==> src/design/ike_sa_payload_parser_unit_macros.svh <==
// Assertion macros for the SA payload parser.
`ifndef IKE_SA_PAYLOAD_PARSER_UNIT_MACROS_SVH
`define IKE_SA_PAYLOAD_PARSER_UNIT_MACROS_SVH

// Same-cycle implication, disabled while in reset.
`define IKESA_ASSERT_HOLD(lbl, ante, cons, msg) \
    lbl: assert property (@(posedge i_clk) disable iff (!i_rst_n) (ante) |-> (cons)) \
        else $error(msg);

// Next-cycle implication, disabled while in reset.
`define IKESA_ASSERT_NEXT(lbl, ante, cons, msg) \
    lbl: assert property (@(posedge i_clk) disable iff (!i_rst_n) (ante) |=> (cons)) \
        else $error(msg);

`endif

==> src/design/ikesa_pkg.sv <==
// Shared types and constants of the SA payload parser.
`default_nettype none

package ikesa_pkg;

    localparam logic [1:0] KIND_PROPOSAL  = 2'd0;
    localparam logic [1:0] KIND_SPI       = 2'd1;
    localparam logic [1:0] KIND_TRANSFORM = 2'd2;
    localparam logic [1:0] KIND_STATUS    = 2'd3;

    localparam logic [15:0] KEY_ATTR  = 16'h800e;
    localparam logic [15:0] HDR_BYTES = 16'd8;

    localparam int FIFO_DEPTH = 4;

    typedef struct packed {
        logic [7:0] byte_in;
        logic       end_of_payload;
    } t_ike_in;

    typedef struct packed {
        logic [1:0]  kind;
        logic [7:0]  proposal_number;
        logic [7:0]  proto_id;
        logic [7:0]  spi_length;
        logic [7:0]  declared_transforms;
        logic [7:0]  spi_data;
        logic [7:0]  xform_type;
        logic [15:0] xform_id;
        logic [15:0] key_len;
        logic        status;
        logic        last_result;
    } t_ike_res;

    // Results produced by one byte, in order: slot0 first.
    typedef struct packed {
        logic [1:0] count;
        t_ike_res   slot0;
        t_ike_res   slot1;
    } t_ike_push;

endpackage

`default_nettype wire

==> src/design/ikesa_parse_core.sv <==
// Parser state and per-byte decode; emits up to two results per byte.
`default_nettype none

module ikesa_parse_core
    import ikesa_pkg::*;
(
    input  wire logic      i_clk,
    input  wire logic      i_rst_n,
    input  wire logic      i_take,
    input  wire t_ike_in   i_in,
    output t_ike_push      o_push
);

    localparam logic [2:0] PH_HDR  = 3'd0;
    localparam logic [2:0] PH_SPI  = 3'd1;
    localparam logic [2:0] PH_TR   = 3'd2;
    localparam logic [2:0] PH_SKIP = 3'd3;
    localparam logic [2:0] PH_DONE = 3'd4;

    logic [2:0]  r_phase, n_phase;
    logic [15:0] r_po, n_po;
    logic [15:0] r_pl, n_pl;
    logic        r_pmore, n_pmore;
    logic [31:0] r_hdr, n_hdr;
    logic [15:0] r_to, n_to;
    logic [15:0] r_tl, n_tl;
    logic        r_tmore, n_tmore;
    logic [39:0] r_rec, n_rec;
    logic [31:0] r_attr, n_attr;
    logic        r_err, n_err;

    logic [7:0]  b;
    logic [15:0] po_inc;
    logic        rec_v;
    logic [1:0]  rec_kind;
    logic [7:0]  rec_spi;
    logic        ok;
    logic [16:0] lim;
    logic [15:0] tl_new;
    logic [31:0] out_hdr;
    logic [39:0] out_tr;
    t_ike_res    rec;
    t_ike_res    stat;

    assign b      = i_in.byte_in;
    assign po_inc = r_po + 16'd1;

    always_comb begin
        n_phase  = r_phase;
        n_po     = r_po;
        n_pl     = r_pl;
        n_pmore  = r_pmore;
        n_hdr    = r_hdr;
        n_to     = r_to;
        n_tl     = r_tl;
        n_tmore  = r_tmore;
        n_rec    = r_rec;
        n_attr   = r_attr;
        n_err    = r_err;
        rec_v    = 1'b0;
        rec_kind = KIND_PROPOSAL;
        rec_spi  = 8'd0;
        tl_new   = {r_tl[15:8], b};
        lim      = {1'b0, r_pl} + 17'd3;

        if (!r_err && r_phase != PH_DONE) begin
            n_po = po_inc;
            case (r_phase)
                PH_HDR: begin
                    case (r_po)
                        16'd0: n_pmore = (b != 8'd0);
                        16'd2: n_pl = {b, 8'd0};
                        16'd3: begin
                            n_pl = {r_pl[15:8], b};
                            if ({r_pl[15:8], b} < HDR_BYTES) begin
                                n_err   = 1'b1;
                                n_phase = PH_DONE;
                            end
                        end
                        16'd4: n_hdr = {b, 24'd0};
                        16'd5: n_hdr = {r_hdr[31:24], b, 16'd0};
                        16'd6: begin
                            n_hdr = {r_hdr[31:16], b, 8'd0};
                            if ({8'd0, b} > r_pl - HDR_BYTES) begin
                                n_err   = 1'b1;
                                n_phase = PH_DONE;
                            end
                        end
                        16'd7: begin
                            n_hdr    = {r_hdr[31:8], b};
                            rec_v    = 1'b1;
                            rec_kind = KIND_PROPOSAL;
                            if (b != 8'd0) begin
                                n_phase = PH_SPI;
                            end else if (po_inc == r_pl) begin
                                if (!r_pmore) begin
                                    n_phase = PH_DONE;
                                end else begin
                                    n_phase = PH_HDR;
                                    n_po    = 16'd0;
                                end
                            end else begin
                                n_phase = PH_TR;
                                n_to    = 16'd0;
                            end
                        end
                        default: ;
                    endcase
                end
                PH_SPI: begin
                    rec_v    = 1'b1;
                    rec_kind = KIND_SPI;
                    rec_spi  = b;
                    if (po_inc == HDR_BYTES + {8'd0, r_hdr[15:8]}) begin
                        if (po_inc == r_pl) begin
                            if (!r_pmore) begin
                                n_phase = PH_DONE;
                            end else begin
                                n_phase = PH_HDR;
                                n_po    = 16'd0;
                            end
                        end else begin
                            n_phase = PH_TR;
                            n_to    = 16'd0;
                        end
                    end
                end
                PH_TR: begin
                    n_to = r_to + 16'd1;
                    if (r_to == 16'd0) begin
                        if (r_pl >= r_po && (r_pl - r_po) < HDR_BYTES) begin
                            n_err   = 1'b1;
                            n_phase = PH_DONE;
                        end else begin
                            n_tmore = (b != 8'd0);
                            n_rec   = 40'd0;
                            n_attr  = 32'd0;
                        end
                    end else if (r_to == 16'd2) begin
                        n_tl = {b, 8'd0};
                    end else if (r_to == 16'd3) begin
                        n_tl = tl_new;
                        // Transform must fit in what is left of the proposal.
                        if (tl_new < HDR_BYTES ||
                            (lim >= {1'b0, r_po} && {1'b0, tl_new} > lim - {1'b0, r_po}))
                        begin
                            n_err   = 1'b1;
                            n_phase = PH_DONE;
                        end
                    end else if (r_to == 16'd4) begin
                        n_rec = {b, r_rec[31:0]};
                    end else if (r_to == 16'd6) begin
                        n_rec = {r_rec[39:32], b, r_rec[23:0]};
                    end else if (r_to == 16'd7) begin
                        n_rec = {r_rec[39:24], b, r_rec[15:0]};
                    end else if (r_to >= HDR_BYTES) begin
                        n_attr = {r_attr[23:0], b};
                        if (r_to[1:0] == 2'b11 && n_attr[31:16] == KEY_ATTR) begin
                            n_rec = {r_rec[39:16], n_attr[15:0]};
                        end
                    end
                    if (!n_err && r_to >= 16'd7 &&
                        ({1'b0, r_to} + 17'd1) == {1'b0, n_tl}) begin
                        rec_v    = 1'b1;
                        rec_kind = KIND_TRANSFORM;
                        if (po_inc == r_pl) begin
                            if (!r_pmore) begin
                                n_phase = PH_DONE;
                            end else begin
                                n_phase = PH_HDR;
                                n_po    = 16'd0;
                            end
                        end else if (!n_tmore) begin
                            n_phase = PH_SKIP;
                        end else begin
                            n_to = 16'd0;
                        end
                    end
                end
                PH_SKIP: begin
                    if (po_inc == r_pl) begin
                        if (!r_pmore) begin
                            n_phase = PH_DONE;
                        end else begin
                            n_phase = PH_HDR;
                            n_po    = 16'd0;
                        end
                    end
                end
                default: ;
            endcase
        end

        // A header cut off before its length field is complete is tolerated.
        ok = !n_err && (n_phase == PH_DONE || (n_phase == PH_HDR && n_po < 16'd4));

        // Record fields are taken before the end-of-payload clear.
        out_hdr = n_hdr;
        out_tr  = n_rec;

        if (i_in.end_of_payload) begin
            n_phase = PH_HDR;
            n_po    = 16'd0;
            n_pl    = 16'd0;
            n_pmore = 1'b0;
            n_hdr   = 32'd0;
            n_to    = 16'd0;
            n_tl    = 16'd0;
            n_tmore = 1'b0;
            n_rec   = 40'd0;
            n_attr  = 32'd0;
            n_err   = 1'b0;
        end
    end

    always_comb begin
        rec                     = '0;
        rec.kind                = rec_kind;
        rec.proposal_number     = out_hdr[31:24];
        rec.proto_id            = out_hdr[23:16];
        rec.spi_length          = out_hdr[15:8];
        rec.declared_transforms = out_hdr[7:0];
        rec.spi_data            = rec_spi;
        if (rec_kind == KIND_TRANSFORM) begin
            rec.xform_type = out_tr[39:32];
            rec.xform_id   = out_tr[31:16];
            rec.key_len    = out_tr[15:0];
        end
        stat             = '0;
        stat.kind        = KIND_STATUS;
        stat.status      = !ok;
        stat.last_result = 1'b1;
    end

    always_comb begin
        o_push.slot1 = stat;
        if (rec_v) begin
            o_push.slot0 = rec;
        end else begin
            o_push.slot0 = stat;
        end
        if (!i_take) begin
            o_push.count = 2'd0;
        end else begin
            o_push.count = {1'b0, rec_v} + {1'b0, i_in.end_of_payload};
        end
    end

    always_ff @(posedge i_clk) begin
        if (!i_rst_n) begin
            r_phase <= PH_HDR;
            r_po    <= 16'd0;
            r_pl    <= 16'd0;
            r_pmore <= 1'b0;
            r_hdr   <= 32'd0;
            r_to    <= 16'd0;
            r_tl    <= 16'd0;
            r_tmore <= 1'b0;
            r_rec   <= 40'd0;
            r_attr  <= 32'd0;
            r_err   <= 1'b0;
        end else if (i_take) begin
            r_phase <= n_phase;
            r_po    <= n_po;
            r_pl    <= n_pl;
            r_pmore <= n_pmore;
            r_hdr   <= n_hdr;
            r_to    <= n_to;
            r_tl    <= n_tl;
            r_tmore <= n_tmore;
            r_rec   <= n_rec;
            r_attr  <= n_attr;
            r_err   <= n_err;
        end
    end

endmodule

`default_nettype wire

==> src/design/ikesa_out_fifo.sv <==
// Result queue: takes up to two results per cycle, delivers one while the reader is ready.
`default_nettype none

module ikesa_out_fifo
    import ikesa_pkg::*;
(
    input  wire logic      i_clk,
    input  wire logic      i_rst_n,
    input  wire t_ike_push i_push,
    input  wire logic      i_pop_ready,
    output logic           o_room,
    output logic           o_valid,
    output t_ike_res       o_data
);

    localparam int PTR_W = $clog2(FIFO_DEPTH);
    localparam int LVL_W = PTR_W + 1;

    t_ike_res           r_mem [FIFO_DEPTH];
    logic [PTR_W-1:0]   r_wr, n_wr;
    logic [PTR_W-1:0]   r_rd, n_rd;
    logic [LVL_W-1:0]   r_lvl, n_lvl;
    logic               pop;

    assign o_valid = (r_lvl != '0);
    assign o_data  = r_mem[r_rd];
    assign o_room  = (r_lvl <= LVL_W'(FIFO_DEPTH - 2));
    assign pop     = o_valid && i_pop_ready;

    always_comb begin
        n_wr  = r_wr + PTR_W'(i_push.count);
        n_rd  = r_rd + PTR_W'(pop);
        n_lvl = r_lvl + LVL_W'(i_push.count) - LVL_W'(pop);
    end

    always_ff @(posedge i_clk) begin
        if (i_push.count != 2'd0) begin
            r_mem[r_wr] <= i_push.slot0;
        end
        if (i_push.count == 2'd2) begin
            r_mem[r_wr + PTR_W'(1)] <= i_push.slot1;
        end
    end

    always_ff @(posedge i_clk) begin
        if (!i_rst_n) begin
            r_wr  <= '0;
            r_rd  <= '0;
            r_lvl <= '0;
        end else begin
            r_wr  <= n_wr;
            r_rd  <= n_rd;
            r_lvl <= n_lvl;
        end
    end

endmodule

`default_nettype wire

==> src/design/ike_sa_payload_parser_unit.sv <==
// Top level of the streaming IKEv2 SA payload parser.
//
// Input channel: one payload byte per transaction (byte_in), with
// end_of_payload set on the final byte. Output channel: result records,
// kind 0 proposal header, 1 SPI byte, 2 transform, 3 end status.
// Each byte is decoded in the cycle it is accepted and its results land
// in a four-entry result queue, registered behind any results still
// waiting. Throughput is one byte per cycle while the queue has room; a
// byte yields at most two results (a record plus the end status on the
// final byte), and the single-read port of the queue drains one result a
// cycle while the receiver is ready.
// o_in_ready is high while the queue has room for two results, so a
// stalled receiver backs up the byte stream only once the queue holds
// three entries; nothing is dropped. The end status carries last_result;
// on status fail every record of that payload is to be discarded.
// Parser state returns to its idle values after each end status.
// Reset (synchronous, active low) empties the queue and sets the parser
// to wait for a proposal header.
`default_nettype none

`include "ike_sa_payload_parser_unit_macros.svh"

module ike_sa_payload_parser_unit
    import ikesa_pkg::*;
(
    input  wire logic     i_clk,
    input  wire logic     i_rst_n,
    input  wire logic     i_in_valid,
    output logic          o_in_ready,
    input  wire t_ike_in  i_in,
    output logic          o_out_valid,
    input  wire logic     i_out_ready,
    output t_ike_res      o_out
);

    logic      take;
    t_ike_push push;

    // Accept only while the queue can absorb the worst case of two results.
    assign take = i_in_valid && o_in_ready;

    ikesa_parse_core u_core (
        .i_clk   (i_clk),
        .i_rst_n (i_rst_n),
        .i_take  (take),
        .i_in    (i_in),
        .o_push  (push)
    );

    ikesa_out_fifo u_fifo (
        .i_clk       (i_clk),
        .i_rst_n     (i_rst_n),
        .i_push      (push),
        .i_pop_ready (i_out_ready),
        .o_room      (o_in_ready),
        .o_valid     (o_out_valid),
        .o_data      (o_out)
    );

    // Final byte always enqueues the status.
    `IKESA_ASSERT_HOLD(a_eop_push, take && i_in.end_of_payload, push.count != 2'd0, "eop without status")
    // No results without an accepted byte.
    `IKESA_ASSERT_HOLD(a_no_spurious, !take, push.count == 2'd0, "push without accepted byte")
    // last_result marks exactly the status record.
    `IKESA_ASSERT_HOLD(a_last_kind, o_out_valid, o_out.last_result == (o_out.kind == KIND_STATUS), "last_result mismatch")
    // Queue is non-empty the cycle after a final byte.
    `IKESA_ASSERT_NEXT(a_eop_visible, take && i_in.end_of_payload, o_out_valid, "status not queued")

endmodule

`default_nettype wire

==> config.mk <==
export PLATFORM = sky130hd
export DESIGN_NAME = ike_sa_payload_parser_unit
export DESIGN_NICKNAME = d
export VERILOG_FILES = /design/src/design/ikesa_pkg.sv /design/src/design/ikesa_parse_core.sv /design/src/design/ikesa_out_fifo.sv /design/src/design/ike_sa_payload_parser_unit.sv
export VERILOG_INCLUDE_DIRS = /design/src /design/src/design
export SDC_FILE = /design/constraint.sdc
export NUM_CORES = 1
export LEC_CHECK = 0
export ABC_AREA = 0
export BUFFER_PORTS_ARGS = -buffer_cell sky130_fd_sc_hd__buf_4
export CAP_MARGIN = 20
export CORE_ASPECT_RATIO = 0.9
export CORE_MARGIN = 1.5
export CORE_UTILIZATION = 30
export CTS_BUF_LIST = sky130_fd_sc_hd__clkbuf_8
export CTS_CLUSTER_DIAMETER = 100
export DETAILED_ROUTE_END_ITERATION = 10
export HOLD_SLACK_MARGIN = 0.02
export PLACE_DENSITY_LB_ADDON = 0.25
export RECOVER_POWER = 25
export SYNTH_ARGS = -nofsm -noshare
export SYNTH_HDL_FRONTEND = slang
export SYNTH_SLANG_ARGS = --single-unit
==> constraint.sdc <==
create_clock -name i_clk -period 9.3 [get_ports i_clk]
set_input_delay 0.465 -clock i_clk [delete_from_list [all_inputs] [get_ports i_clk]]
set_output_delay 0.465 -clock i_clk [all_outputs]
set_load 0.03 [all_outputs]
==> impl_results.html, run 1 <==
<table>
<tr><th>Metric</th><th>Value</th></tr>
<tr><th colspan="2">Run status</th></tr>
<tr><td>Outcome</td><td>finished with violations</td></tr>
<tr><td>Failing checks</td><td>max-capacitance violations, max-slew violations</td></tr>
<tr><th colspan="2">Global routing</th></tr>
<tr><td>Aggregate global-route resource usage</td><td>18.6%</td></tr>
<tr><td>Most used routing layer in global routing</td><td>met2</td></tr>
<tr><td>Largest net degree at the start of global routing</td><td>slightly above 80</td></tr>
<tr><td>Global-route wire length before repair</td><td>between 100,000 and 150,000 µm</td></tr>
<tr><td>Global-route congestion overflow total</td><td>0</td></tr>
<tr><td>Antenna violations before repair</td><td>1</td></tr>
<tr><td>Global routing met1 resource utilization</td><td>between 20 and 30%</td></tr>
<tr><td>Met2 Resource Use GR</td><td>around 28%</td></tr>
<tr><td>Met3 Use GR</td><td>approximately 3.1%</td></tr>
<tr><td>Via count of the first global-routing pass</td><td>around 21,000</td></tr>
<tr><th colspan="2">Clocking</th></tr>
<tr><td>Total clock buffers created by CTS</td><td>84</td></tr>
<tr><td>Number of sinks on the clock net</td><td>just over 500</td></tr>
<tr><td>Deepest level of the CTS H-tree</td><td>3</td></tr>
<tr><td>Hold bufs inserted after CTS</td><td>0</td></tr>
<tr><td>Cts repair resizes</td><td>0</td></tr>
<tr><td>Skew-Pair Late Insertion Delay</td><td>slightly below 0.7 ns</td></tr>
<tr><td>Maximum buffer depth of the clock tree</td><td>3</td></tr>
<tr><td>Post-CTS setup-driven buffer insertion count</td><td>0</td></tr>
<tr><td>CTS tree</td><td>done</td></tr>
<tr><td>Library cell used as clock root buffer</td><td>clkbuf_8</td></tr>
<tr><td>Worst-path clk slew</td><td>0.07 ns</td></tr>
<tr><th colspan="2">Min path</th></tr>
<tr><td>Hold Startpoint</td><td>i_rst_n</td></tr>
<tr><td>Min-Delay Path Class</td><td>input port to register</td></tr>
<tr><td>Hold EP</td><td>u_core.r_po[2]</td></tr>
<tr><td>Cell depth of the worst hold path</td><td>2</td></tr>
<tr><th colspan="2">Worst setup path</th></tr>
<tr><td>Required arrival time at the worst endpoint</td><td>slightly below 10 ns</td></tr>
<tr><td>Worst r2r dst</td><td>u_fifo.r_mem[1][9]</td></tr>
<tr><td>Largest fanout of any net on the critical path</td><td>36</td></tr>
<tr><td>Launching element type of the critical path</td><td>register</td></tr>
<tr><td>Setup slack on the worst flop-to-flop path</td><td>between 2 and 3 ns</td></tr>
<tr><td>Worst R2R Path Depth</td><td>19</td></tr>
<tr><td>Critical path type</td><td>register to register</td></tr>
<tr><td>Worst reg2reg path startpoint</td><td>u_core.r_to[0]</td></tr>
<tr><td>Worst endpoint data arrival time</td><td>about 7.4 ns</td></tr>
<tr><td>Kind of capture point of the worst setup path</td><td>register</td></tr>
<tr><th colspan="2">Die</th></tr>
<tr><td>Die ar.</td><td>about 86,000 µm²</td></tr>
<tr><td>Vert. Die Dim</td><td>279 µm</td></tr>
<tr><td>Die Width</td><td>310 µm</td></tr>
<tr><td>Starting density of the core</td><td>between 30% and 40%</td></tr>
<tr><td>I/O pins</td><td>between 90 and 100</td></tr>
<tr><td>Row cnt</td><td>100</td></tr>
<tr><td>Area inside the core boundary</td><td>83,200 µm²</td></tr>
<tr><th colspan="2">Final layout</th></tr>
<tr><td>Fillers</td><td>8,648</td></tr>
<tr><td>Layout overhead on the synthesized area</td><td>12.2%</td></tr>
<tr><td>Total area of multi-input combinational cells</td><td>between 10,000 and 15,000 µm²</td></tr>
<tr><td>Total Nets Final</td><td>between 2,000 and 3,000</td></tr>
<tr><td>Area used by sequential logic in the layout</td><td>slightly above 10,000 µm²</td></tr>
<tr><td>Non-filler instance count after layout</td><td>3,970</td></tr>
<tr><td>Layout cell share with drive strength beyond 1</td><td>approximately 11%</td></tr>
<tr><th colspan="2">Detailed routing</th></tr>
<tr><td>Detailed Route Iter0 Violations</td><td>around 1,900</td></tr>
<tr><td>Count of antenna-violating nets left after detailed routing</td><td>0</td></tr>
<tr><td>DRT Wirelength</td><td>a little over 80,000 µm</td></tr>
<tr><td>Post-detailed-route DRC marker count</td><td>0</td></tr>
<tr><td>Vias per std cell</td><td>between 5 and 6</td></tr>
<tr><td>Routed via count</td><td>about 22,000</td></tr>
<tr><td>Drt wl/cell</td><td>20.7 µm</td></tr>
<tr><td>Drt first pass iters</td><td>5</td></tr>
<tr><th colspan="2">Placed design</th></tr>
<tr><td>Number of input and output port buffers inserted</td><td>just under 100</td></tr>
<tr><td>Placed wire-length estimate after detailed placement</td><td>52,600 µm</td></tr>
<tr><td>Final weighted congestion in routability-driven placement</td><td>roughly 0.87</td></tr>
<tr><td>Dpl cells</td><td>approximately 3,800</td></tr>
<tr><th colspan="2">Yosys</th></tr>
<tr><td>Number of warnings reported in the yosys synthesis log</td><td>0</td></tr>
<tr><td>Simple-Gate Fraction of Synth Area</td><td>roughly 16%</td></tr>
<tr><td>Fraction of registers with async set or reset after synthesis</td><td>0%</td></tr>
<tr><td>Leading cell type by number of instances after synthesis</td><td>dfxtp_1</td></tr>
<tr><td>Compound-gate portion of the synthesized area</td><td>24.3%</td></tr>
<tr><td>Proportion of synthesized area in mux cells</td><td>between 8 and 9%</td></tr>
<tr><td>Synth cell count leaders</td><td>dfxtp_1 (505), nand2_1 (305), a22o_1 (217)</td></tr>
<tr><td>Largest family of logic cells by synthesized area</td><td>compound AO/OA/AOI/OAI gates</td></tr>
<tr><td>Top cells by area, synth</td><td>dfxtp_1 (40%), a22o_1 (7.5%), mux4_2 (7.5%)</td></tr>
<tr><td>Synthesized area</td><td>about 25,000 µm²</td></tr>
<tr><td>Fraction of synthesized cell area taken by the top area cell type</td><td>about two fifths</td></tr>
<tr><td>Number of enable-type register cells in the synthesized netlist</td><td>4</td></tr>
<tr><td>Syn_nets</td><td>approximately 2,900</td></tr>
<tr><td>Netlist cell types</td><td>88</td></tr>
<tr><td>Part of the Yosys area used for sequential elements</td><td>40.3%</td></tr>
<tr><td>Xor/xnor cell area share of the yosys netlist</td><td>between 3 and 4%</td></tr>
<tr><td>Count of state elements after synthesis</td><td>a little over 500</td></tr>
<tr><td>Dominant register cell in the synthesized netlist</td><td>dfxtp_1</td></tr>
<tr><td>Post-synthesis cell type with the largest combined area</td><td>dfxtp_1</td></tr>
<tr><td>Post-Synth Adder-Cell Area</td><td>3.76%</td></tr>
<tr><td>Number of cells produced by synthesis</td><td>around 2,800</td></tr>
<tr><td>Avg Cell Area, Syn</td><td>a little over 9 µm²</td></tr>
<tr><th colspan="2">Power</th></tr>
<tr><td>Reported leakage power</td><td>between 10 and 15 nW</td></tr>
<tr><td>Power consumption</td><td>roughly 5.1 mW</td></tr>
<tr><td>Power Dens Cells</td><td>approximately 180 nW/µm²</td></tr>
<tr><td>Peak ir drop on the vdd network</td><td>between 0.1 and 0.15 mV</td></tr>
<tr><th colspan="2">STA</th></tr>
<tr><td>RSZ-0062 raised after global routing</td><td>no</td></tr>
<tr><td>Final setup vio count</td><td>0</td></tr>
<tr><td>Shortest period the worst path allows</td><td>6.79 ns</td></tr>
<tr><td>Max-slew violations</td><td>a little under 100</td></tr>
<tr><td>Maximum frequency from static timing analysis</td><td>about 150 MHz</td></tr>
<tr><td>Final hold slack</td><td>0.156 ns</td></tr>
<tr><td>Max-Slew Margin vs Limit</td><td>-90.3%</td></tr>
<tr><td>Setup skew after layout</td><td>between 0.03 and 0.04 ns</td></tr>
<tr><td>Final cycle utilization of the critical path</td><td>73.0%</td></tr>
<tr><td>Setup_tns</td><td>0 ns</td></tr>
<tr><td>Number of hold violations in the final report</td><td>0</td></tr>
<tr><td>Transition time at the pin with the least slew margin</td><td>2.85 ns</td></tr>
<tr><th colspan="2">Run</th></tr>
<tr><td>Max-cap check violation count</td><td>3</td></tr>
</table>
[registers in the layout, indices dropped and copies added (netlist names)]
register / count
u_core.r_attr: 24
u_core.r_err: 1
u_core.r_hdr: 32
u_core.r_phase: 3
u_core.r_pl: 16
u_core.r_pmore: 1
u_core.r_po: 16
u_core.r_rec: 40
u_core.r_tl: 16
u_core.r_tmore: 1
u_core.r_to: 16
u_fifo.r_lvl: 3
u_fifo.r_mem: 336
u_fifo.r_rd: 2
u_fifo.r_wr: 2
[layout by cell type, fill, tap and decap left out, drive strengths merged, types with 10 or more instances in the layout]
cell	instances
and2	25
a22oi	105
o211ai	15
or4	13
nor2b	10
a21oi	133
nor4	25
nand4	30
nor3	38
nor3b	11
or3	10
inv	87
mux2i	14
o21ai	238
a311oi	19
and3	22
o21a	17
nand3	80
and4	11
xnor2	57
buf	46
mux4	84
clkinv	11
xor2	34
nor2	186
dfxtp	505
nand2b	18
clkbuf	184
or2	11
a21o	25
a22o	217
a31oi	13
a211oi	14
nand2	324
ha	73
[routing by layer]
layer  wire (µm)  part of all wire [%]
met1       39900                    49
met4        1850                   2.3
met2       35500                    43
met3        4800                   5.8
met5           0                     0
[area by class of cell]
| cell class | count | area share, % |
|---|---|---|
| clock buffer | 98 | 4.74 |
| timing repair buffer | 132 | 2.49 |
| inverter | 57 | 0.761 |
| multi-input combinational | 2000 | 49.7 |
| antenna | 1 | 0.00879 |
| sequential | 509 | 36.0 |
| clock inverter | 51 | 1.45 |
| tap | 1122 | 4.93 |
[power by group]
| part | switching [mW] | internal (mW) | total (mW) |
|---|---|---|---|
| Sequential | 0.0720 | 2.22 | 2.29 |
| Clock | 0.946 | 1.14 | 2.08 |
| Combinational | 0.464 | 0.236 | 0.700 |
[worst max-delay path by stage]
stage / slack (ns) / start / cells past startpoint / to
CTS: 2.43 / u_core.r_to[0] / 17 / u_fifo.r_mem[1][1]
detailed placement: 2.48 / u_core.r_to[0] / 17 / u_fifo.r_mem[1][1]
global placement: 2.59 / u_core.r_to[0] / 17 / u_fifo.r_mem[1][1]
finish: 2.51 / u_core.r_to[0] / 19 / u_fifo.r_mem[1][9]
global route: 1.98 / u_core.r_to[0] / 19 / u_fifo.r_mem[1][21]
floorplan: 3.83 / u_core.r_to[0] / 25 / u_fifo.r_mem[1][10]
[worst max-delay path: stages (launching register included)]
cell and delay [ns]:
dfxtp_1 0.43, inv_1 0.13, ha_1 0.31, or4b_1 0.55, nor4_4 0.53, mux2i_1 0.29
xnor2_1 0.10, nor4_1 0.30, nand4_1 0.31, or3_1 0.62, and2_1 0.36, inv_2 0.51
ha_1 0.38, nand2_1 0.14, nand2_1 0.23, nand2_1 0.09, or2_2 0.60, nor2_2 0.18
buf_4 0.38, a22o_1 0.20
[cell families after synthesis]
kind of cell | Yosys count
adder cells (fa/ha/maj) | 75
buffers and inverters | 274
XOR/XNOR | 95
AND/OR/NAND/NOR | 838
flip-flops | 509
AO/OA/AOI/OAI | 891
multiplexers | 101
[through the flow]
stage	area, µm²	setup slack [ns]	utilization [%]
4_1_cts	28700	2.43	34.5
2_1_floorplan	25400	3.83	-
5_1_grt	28500	1.98	34.2
3_5_place_dp	27000	2.48	32.4
3_3_place_gp	26900	2.59	32.4
6_report	28500	2.51	34.2
Power figures use the tool's default switching activity.
==> inputs of run 2 (changes only) <==
==> constraint.sdc (replaced) <==
create_clock -name i_clk -period 6.1 [get_ports i_clk]
set_input_delay 0.305 -clock i_clk [delete_from_list [all_inputs] [get_ports i_clk]]
set_output_delay 0.305 -clock i_clk [all_outputs]
set_load 0.03 [all_outputs]
==> impl_results.html, run 2 (same netlist as run 1, synthesis figures left out) <==
<table>
<tr><th>Metric</th><th>Value</th></tr>
<tr><th colspan="2">Run status</th></tr>
<tr><td>Outcome</td><td>finished with violations (unchanged)</td></tr>
<tr><td>Failing checks</td><td>max-capacitance violations, max-slew violations (unchanged)</td></tr>
<tr><th colspan="2">Global routing</th></tr>
<tr><td>Global-route wire length before repair</td><td>130,000 µm (was 127,000 µm)</td></tr>
<tr><td>Met2 Resource Use GR</td><td>29.0% (was 27.8%)</td></tr>
<tr><td>Global routing met1 resource utilization</td><td>27.6% (was 27.2%)</td></tr>
<tr><td>Largest net degree at the start of global routing</td><td>61 (was 83)</td></tr>
<tr><td>Via count of the first global-routing pass</td><td>21,343 (was 20,745)</td></tr>
<tr><td>Most used routing layer in global routing</td><td>met2 (unchanged)</td></tr>
<tr><td>Antenna violations before repair</td><td>3 (was 1)</td></tr>
<tr><td>Aggregate global-route resource usage</td><td>19.0% (was 18.6%)</td></tr>
<tr><td>Met3 Use GR</td><td>2.88% (was 3.13%)</td></tr>
<tr><td>Global-route congestion overflow total</td><td>0 (unchanged)</td></tr>
<tr><th colspan="2">Worst setup path</th></tr>
<tr><td>Critical-path cell list</td><td>o211ai_1 &gt; or2_2 &gt; nor2_1 &gt; xnor2_1 &gt; ha_1 &gt; a21oi_1 &gt; o21ai_0 &gt; o21bai_1 &gt; a221oi_2 &gt; o21bai_1 &gt; a21oi_1 &gt; xor2_1 &gt; ha_1 &gt; nand4_1 &gt; nor2_1 &gt; a21oi_1 &gt; a21boi_0 &gt; a311o_1 &gt; o211ai_1 &gt; o2bb2ai_1 &gt; o31ai_1 &gt; o2111ai_1 &gt; nor2b_1 (was inv_1 &gt; ha_1 &gt; or4b_1 &gt; nor4_4 &gt; mux2i_1 &gt; xnor2_1 &gt; nor4_1 &gt; nand4_1 &gt; or3_1 &gt; and2_1 &gt; inv_2 &gt; ha_1 &gt; nand2_1 &gt; nand2_1 &gt; nand2_1 &gt; or2_2 &gt; nor2_2 &gt; buf_4 &gt; a22o_1)</td></tr>
<tr><td>Kind of capture point of the worst setup path</td><td>register (unchanged)</td></tr>
<tr><td>Launching element type of the critical path</td><td>register (unchanged)</td></tr>
<tr><td>Buffers &amp; Inverters on Critical Path</td><td>0 (was 3)</td></tr>
<tr><td>CP max stage delay</td><td>0.55 ns (was 0.62 ns)</td></tr>
<tr><td>Most common cell on crit path</td><td>a21oi_1 (was nand2_1)</td></tr>
<tr><td>Critical path type</td><td>register to register (unchanged)</td></tr>
<tr><td>Crit-path leading delay family</td><td>compound AO/OA/AOI/OAI gates (was simple AND/OR/NAND/NOR gates)</td></tr>
<tr><td>Required arrival time at the worst endpoint</td><td>6.52 ns (was 9.89 ns)</td></tr>
<tr><td>Slowest library cell on the worst path</td><td>dfxtp_1 (was or3_1)</td></tr>
<tr><td>Worst endpoint data arrival time</td><td>6.13 ns (was 7.38 ns)</td></tr>
<tr><td>Critical path origin</td><td>u_core.r_pl[2] (was u_core.r_to[0])</td></tr>
<tr><td>Worst reg2reg path startpoint</td><td>u_core.r_pl[2] (was u_core.r_to[0])</td></tr>
<tr><td>Largest fanout of any net on the critical path</td><td>9 (was 36)</td></tr>
<tr><th colspan="2">Detailed routing</th></tr>
<tr><td>Routed via count</td><td>22,071 (was 21,823)</td></tr>
<tr><td>Drt wl/cell</td><td>20.8 µm (was 20.7 µm)</td></tr>
<tr><td>Vias per std cell</td><td>5.49 (was 5.50)</td></tr>
<tr><td>Count of antenna-violating nets left after detailed routing</td><td>0 (unchanged)</td></tr>
<tr><td>Post-detailed-route DRC marker count</td><td>0 (unchanged)</td></tr>
<tr><td>DRT Wirelength</td><td>83,700 µm (was 82,100 µm)</td></tr>
<tr><td>Detailed Route Iter0 Violations</td><td>2,120 (was 1,885)</td></tr>
<tr><td>Drt first pass iters</td><td>5 (unchanged)</td></tr>
<tr><th colspan="2">Power</th></tr>
<tr><td>Clock network fraction of design power</td><td>42.1% (was 41.1%)</td></tr>
<tr><td>Switching part of the total</td><td>29.2% (about the same)</td></tr>
<tr><td>Relative contribution of sequential cells to total power</td><td>44.1% (was 45.1%)</td></tr>
<tr><td>Reported leakage power</td><td>10.4 nW (was 10.1 nW)</td></tr>
<tr><td>Net load switching power</td><td>2.31 mW (was 1.48 mW)</td></tr>
<tr><td>Peak ir drop on the vdd network</td><td>0.139 mV (was 0.103 mV)</td></tr>
<tr><td>Power Dens Cells</td><td>274 nW/µm² (was 178 nW/µm²)</td></tr>
<tr><td>Combinational fraction of design power</td><td>13.9% (was 13.8%)</td></tr>
<tr><td>Internal power summed over all cells</td><td>5.61 mW (was 3.59 mW)</td></tr>
<tr><th colspan="2">Final layout</th></tr>
<tr><td>Non-filler instance count after layout</td><td>4,017 (was 3,970)</td></tr>
<tr><td>Largest registers</td><td>u_fifo.r_mem x336, u_core.r_rec x40, u_core.r_hdr x32 (unchanged)</td></tr>
<tr><td>Layout overhead on the synthesized area</td><td>14.0% (was 12.2%)</td></tr>
<tr><td>Layout cell share with drive strength beyond 1</td><td>13.9% (was 11.0%)</td></tr>
<tr><td>Total Nets Final</td><td>2,909 (was 2,872)</td></tr>
<tr><td>Most frequent standard cell in the layout excluding fill and tap cells</td><td>dfxtp_1 (unchanged)</td></tr>
<tr><td>Fillers</td><td>8,570 (was 8,648)</td></tr>
<tr><td>Commonest non-fill, non-tap cells in the layout</td><td>dfxtp_1 (503), nand2_1 (302), a22o_1 (217) (was dfxtp_1 (504), nand2_1 (302), a22o_1 (217))</td></tr>
<tr><td>Number of flip-flops in the largest register</td><td>336 (unchanged)</td></tr>
<tr><td>Register with the highest flop count</td><td>u_fifo.r_mem (unchanged)</td></tr>
<tr><td>Layout Cell Area excl Fill</td><td>28,900 µm² (was 28,500 µm²)</td></tr>
<tr><th colspan="2">Die</th></tr>
<tr><td>Row cnt</td><td>100 (unchanged)</td></tr>
<tr><td>Starting density of the core</td><td>30.5% (unchanged)</td></tr>
<tr><td>Area inside the core boundary</td><td>83,200 µm² (unchanged)</td></tr>
<tr><td>Die ar.</td><td>86,300 µm² (unchanged)</td></tr>
<tr><td>I/O pins</td><td>99 (unchanged)</td></tr>
<tr><td>Vert. Die Dim</td><td>279 µm (unchanged)</td></tr>
<tr><td>Die Width</td><td>310 µm (unchanged)</td></tr>
<tr><th colspan="2">STA</th></tr>
<tr><td>Setup skew after layout</td><td>0.0556 ns (was 0.0372 ns)</td></tr>
<tr><td>Final hold slack</td><td>0.111 ns (was 0.156 ns)</td></tr>
<tr><td>Final setup vio count</td><td>0 (unchanged)</td></tr>
<tr><td>Shortest period the worst path allows</td><td>5.72 ns (was 6.79 ns)</td></tr>
<tr><td>RSZ-0062 raised after global routing</td><td>no (unchanged)</td></tr>
<tr><td>Final cycle utilization of the critical path</td><td>93.7% (was 73.0%)</td></tr>
<tr><td>Maximum frequency from static timing analysis</td><td>175 MHz (was 147 MHz)</td></tr>
<tr><td>Max-Slew Margin vs Limit</td><td>-123% (was -90.3%)</td></tr>
<tr><td>Number of hold violations in the final report</td><td>0 (unchanged)</td></tr>
<tr><td>Setup_tns</td><td>0 ns (unchanged)</td></tr>
<tr><td>Max-slew violations</td><td>98 (was 97)</td></tr>
<tr><td>Transition time at the pin with the least slew margin</td><td>3.34 ns (was 2.85 ns)</td></tr>
<tr><th colspan="2">Clocking</th></tr>
<tr><td>Post-CTS setup-driven buffer insertion count</td><td>0 (unchanged)</td></tr>
<tr><td>Skew-Pair Late Insertion Delay</td><td>0.71 ns (was 0.68 ns)</td></tr>
<tr><td>Deepest level of the CTS H-tree</td><td>3 (unchanged)</td></tr>
<tr><td>Library cell used as clock root buffer</td><td>clkbuf_8 (unchanged)</td></tr>
<tr><td>Worst-path clk slew</td><td>0.07 ns (about the same)</td></tr>
<tr><td>Number of sinks on the clock net</td><td>509 (unchanged)</td></tr>
<tr><td>Maximum buffer depth of the clock tree</td><td>3 (unchanged)</td></tr>
<tr><td>Total clock buffers created by CTS</td><td>88 (was 84)</td></tr>
<tr><td>CTS tree</td><td>done (unchanged)</td></tr>
<tr><th colspan="2">Placed design</th></tr>
<tr><td>Dpl cells</td><td>3,849 (was 3,815)</td></tr>
<tr><td>Placed wire-length estimate after detailed placement</td><td>54,100 µm (was 52,600 µm)</td></tr>
<tr><td>Number of input and output port buffers inserted</td><td>98 (unchanged)</td></tr>
<tr><td>Total cell area at the placement stage</td><td>27,200 µm² (was 27,000 µm²)</td></tr>
<tr><td>Final weighted congestion in routability-driven placement</td><td>0.908 (was 0.874)</td></tr>
<tr><th colspan="2">Min path</th></tr>
<tr><td>Min-Delay Path Class</td><td>input port to register (unchanged)</td></tr>
<tr><td>Hold Startpoint</td><td>i_in[2] (was i_rst_n)</td></tr>
<tr><th colspan="2">Run</th></tr>
<tr><td>Max-cap check violation count</td><td>3 (unchanged)</td></tr>
</table>
run 2: cell types whose count changed in the layout (fill, tap and decap cells not counted), sizes merged:
cell and delta:
clkinv +4, dlygate4sd3 +2, clkinvlp -2, clkbuf +25, bufinv -4, inv -6, buf +28
run 2: tightest hold or removal path: cells and delay by family:
kind / cells / cell delay [ns]
buf+inv: 1 / 0.26
compound gates: 1 / 0.07
simple gates: 1 / 0.12
run 2: final cells by class:
class                      count  area, µm²  share of cell area, %
antenna                        1       2.50                0.00865
clock buffer                 120       1650                   5.71
clock inverter                43        283                  0.978
inverter                      57        216                  0.748
multi-input combinational   2000      14200                   49.0
sequential                   509      10200                   35.4
tap                         1122       1400                   4.85
timing repair buffer         165        973                   3.37
run 2: power groups by stage:
stage | Combinational, mW | Sequential (mW) | Clock, mW
floorplan | 0.772 | 3.47 | 0
global placement | 1.10 | 3.57 | 0
detailed placement | 1.09 | 3.57 | 0
CTS | 1.10 | 3.49 | 3.43
global route | 1.17 | 3.50 | 3.57
finish | 1.10 | 3.49 | 3.33
run 2: timing repair:
| item | in CTS | in global routing |
|---|---|---|
| hold endpoints to repair | 8 | 0 |
| resized for setup | 0 | 6 |
| endpoints found under the setup margin | 0 | 49 |
| hold buffers | 2 | 0 |
run 2: final timing paths:
path                          to  slack [ns]  cells after the start
min reg2reg  u_fifo.r_mem[3][71]        0.45                      2
min               u_core.r_pl[9]        0.11                      3
max reg2reg   u_fifo.r_mem[0][1]        0.38                     23
max           u_fifo.r_mem[0][1]        0.38                     23
run 2: through the flow:
step | setup WS [ns] | utilization, % | power, mW
detailed placement | 0.264 | 32.7 | 4.66
CTS | 0.190 | 35.1 | 8.02
global placement | 0.216 | 32.7 | 4.66
global route | 0.00644 | 34.8 | 8.25
floorplan | 0.632 | - | 4.24
finish | 0.385 | 34.8 | 7.92
run 2: metal layers:
metal	up-vias	part of all wire [%]
met5	-	0.013
met4	2	2.2
met3	135	5.8
met2	697	44
met1	10794	48
li1	10443	-
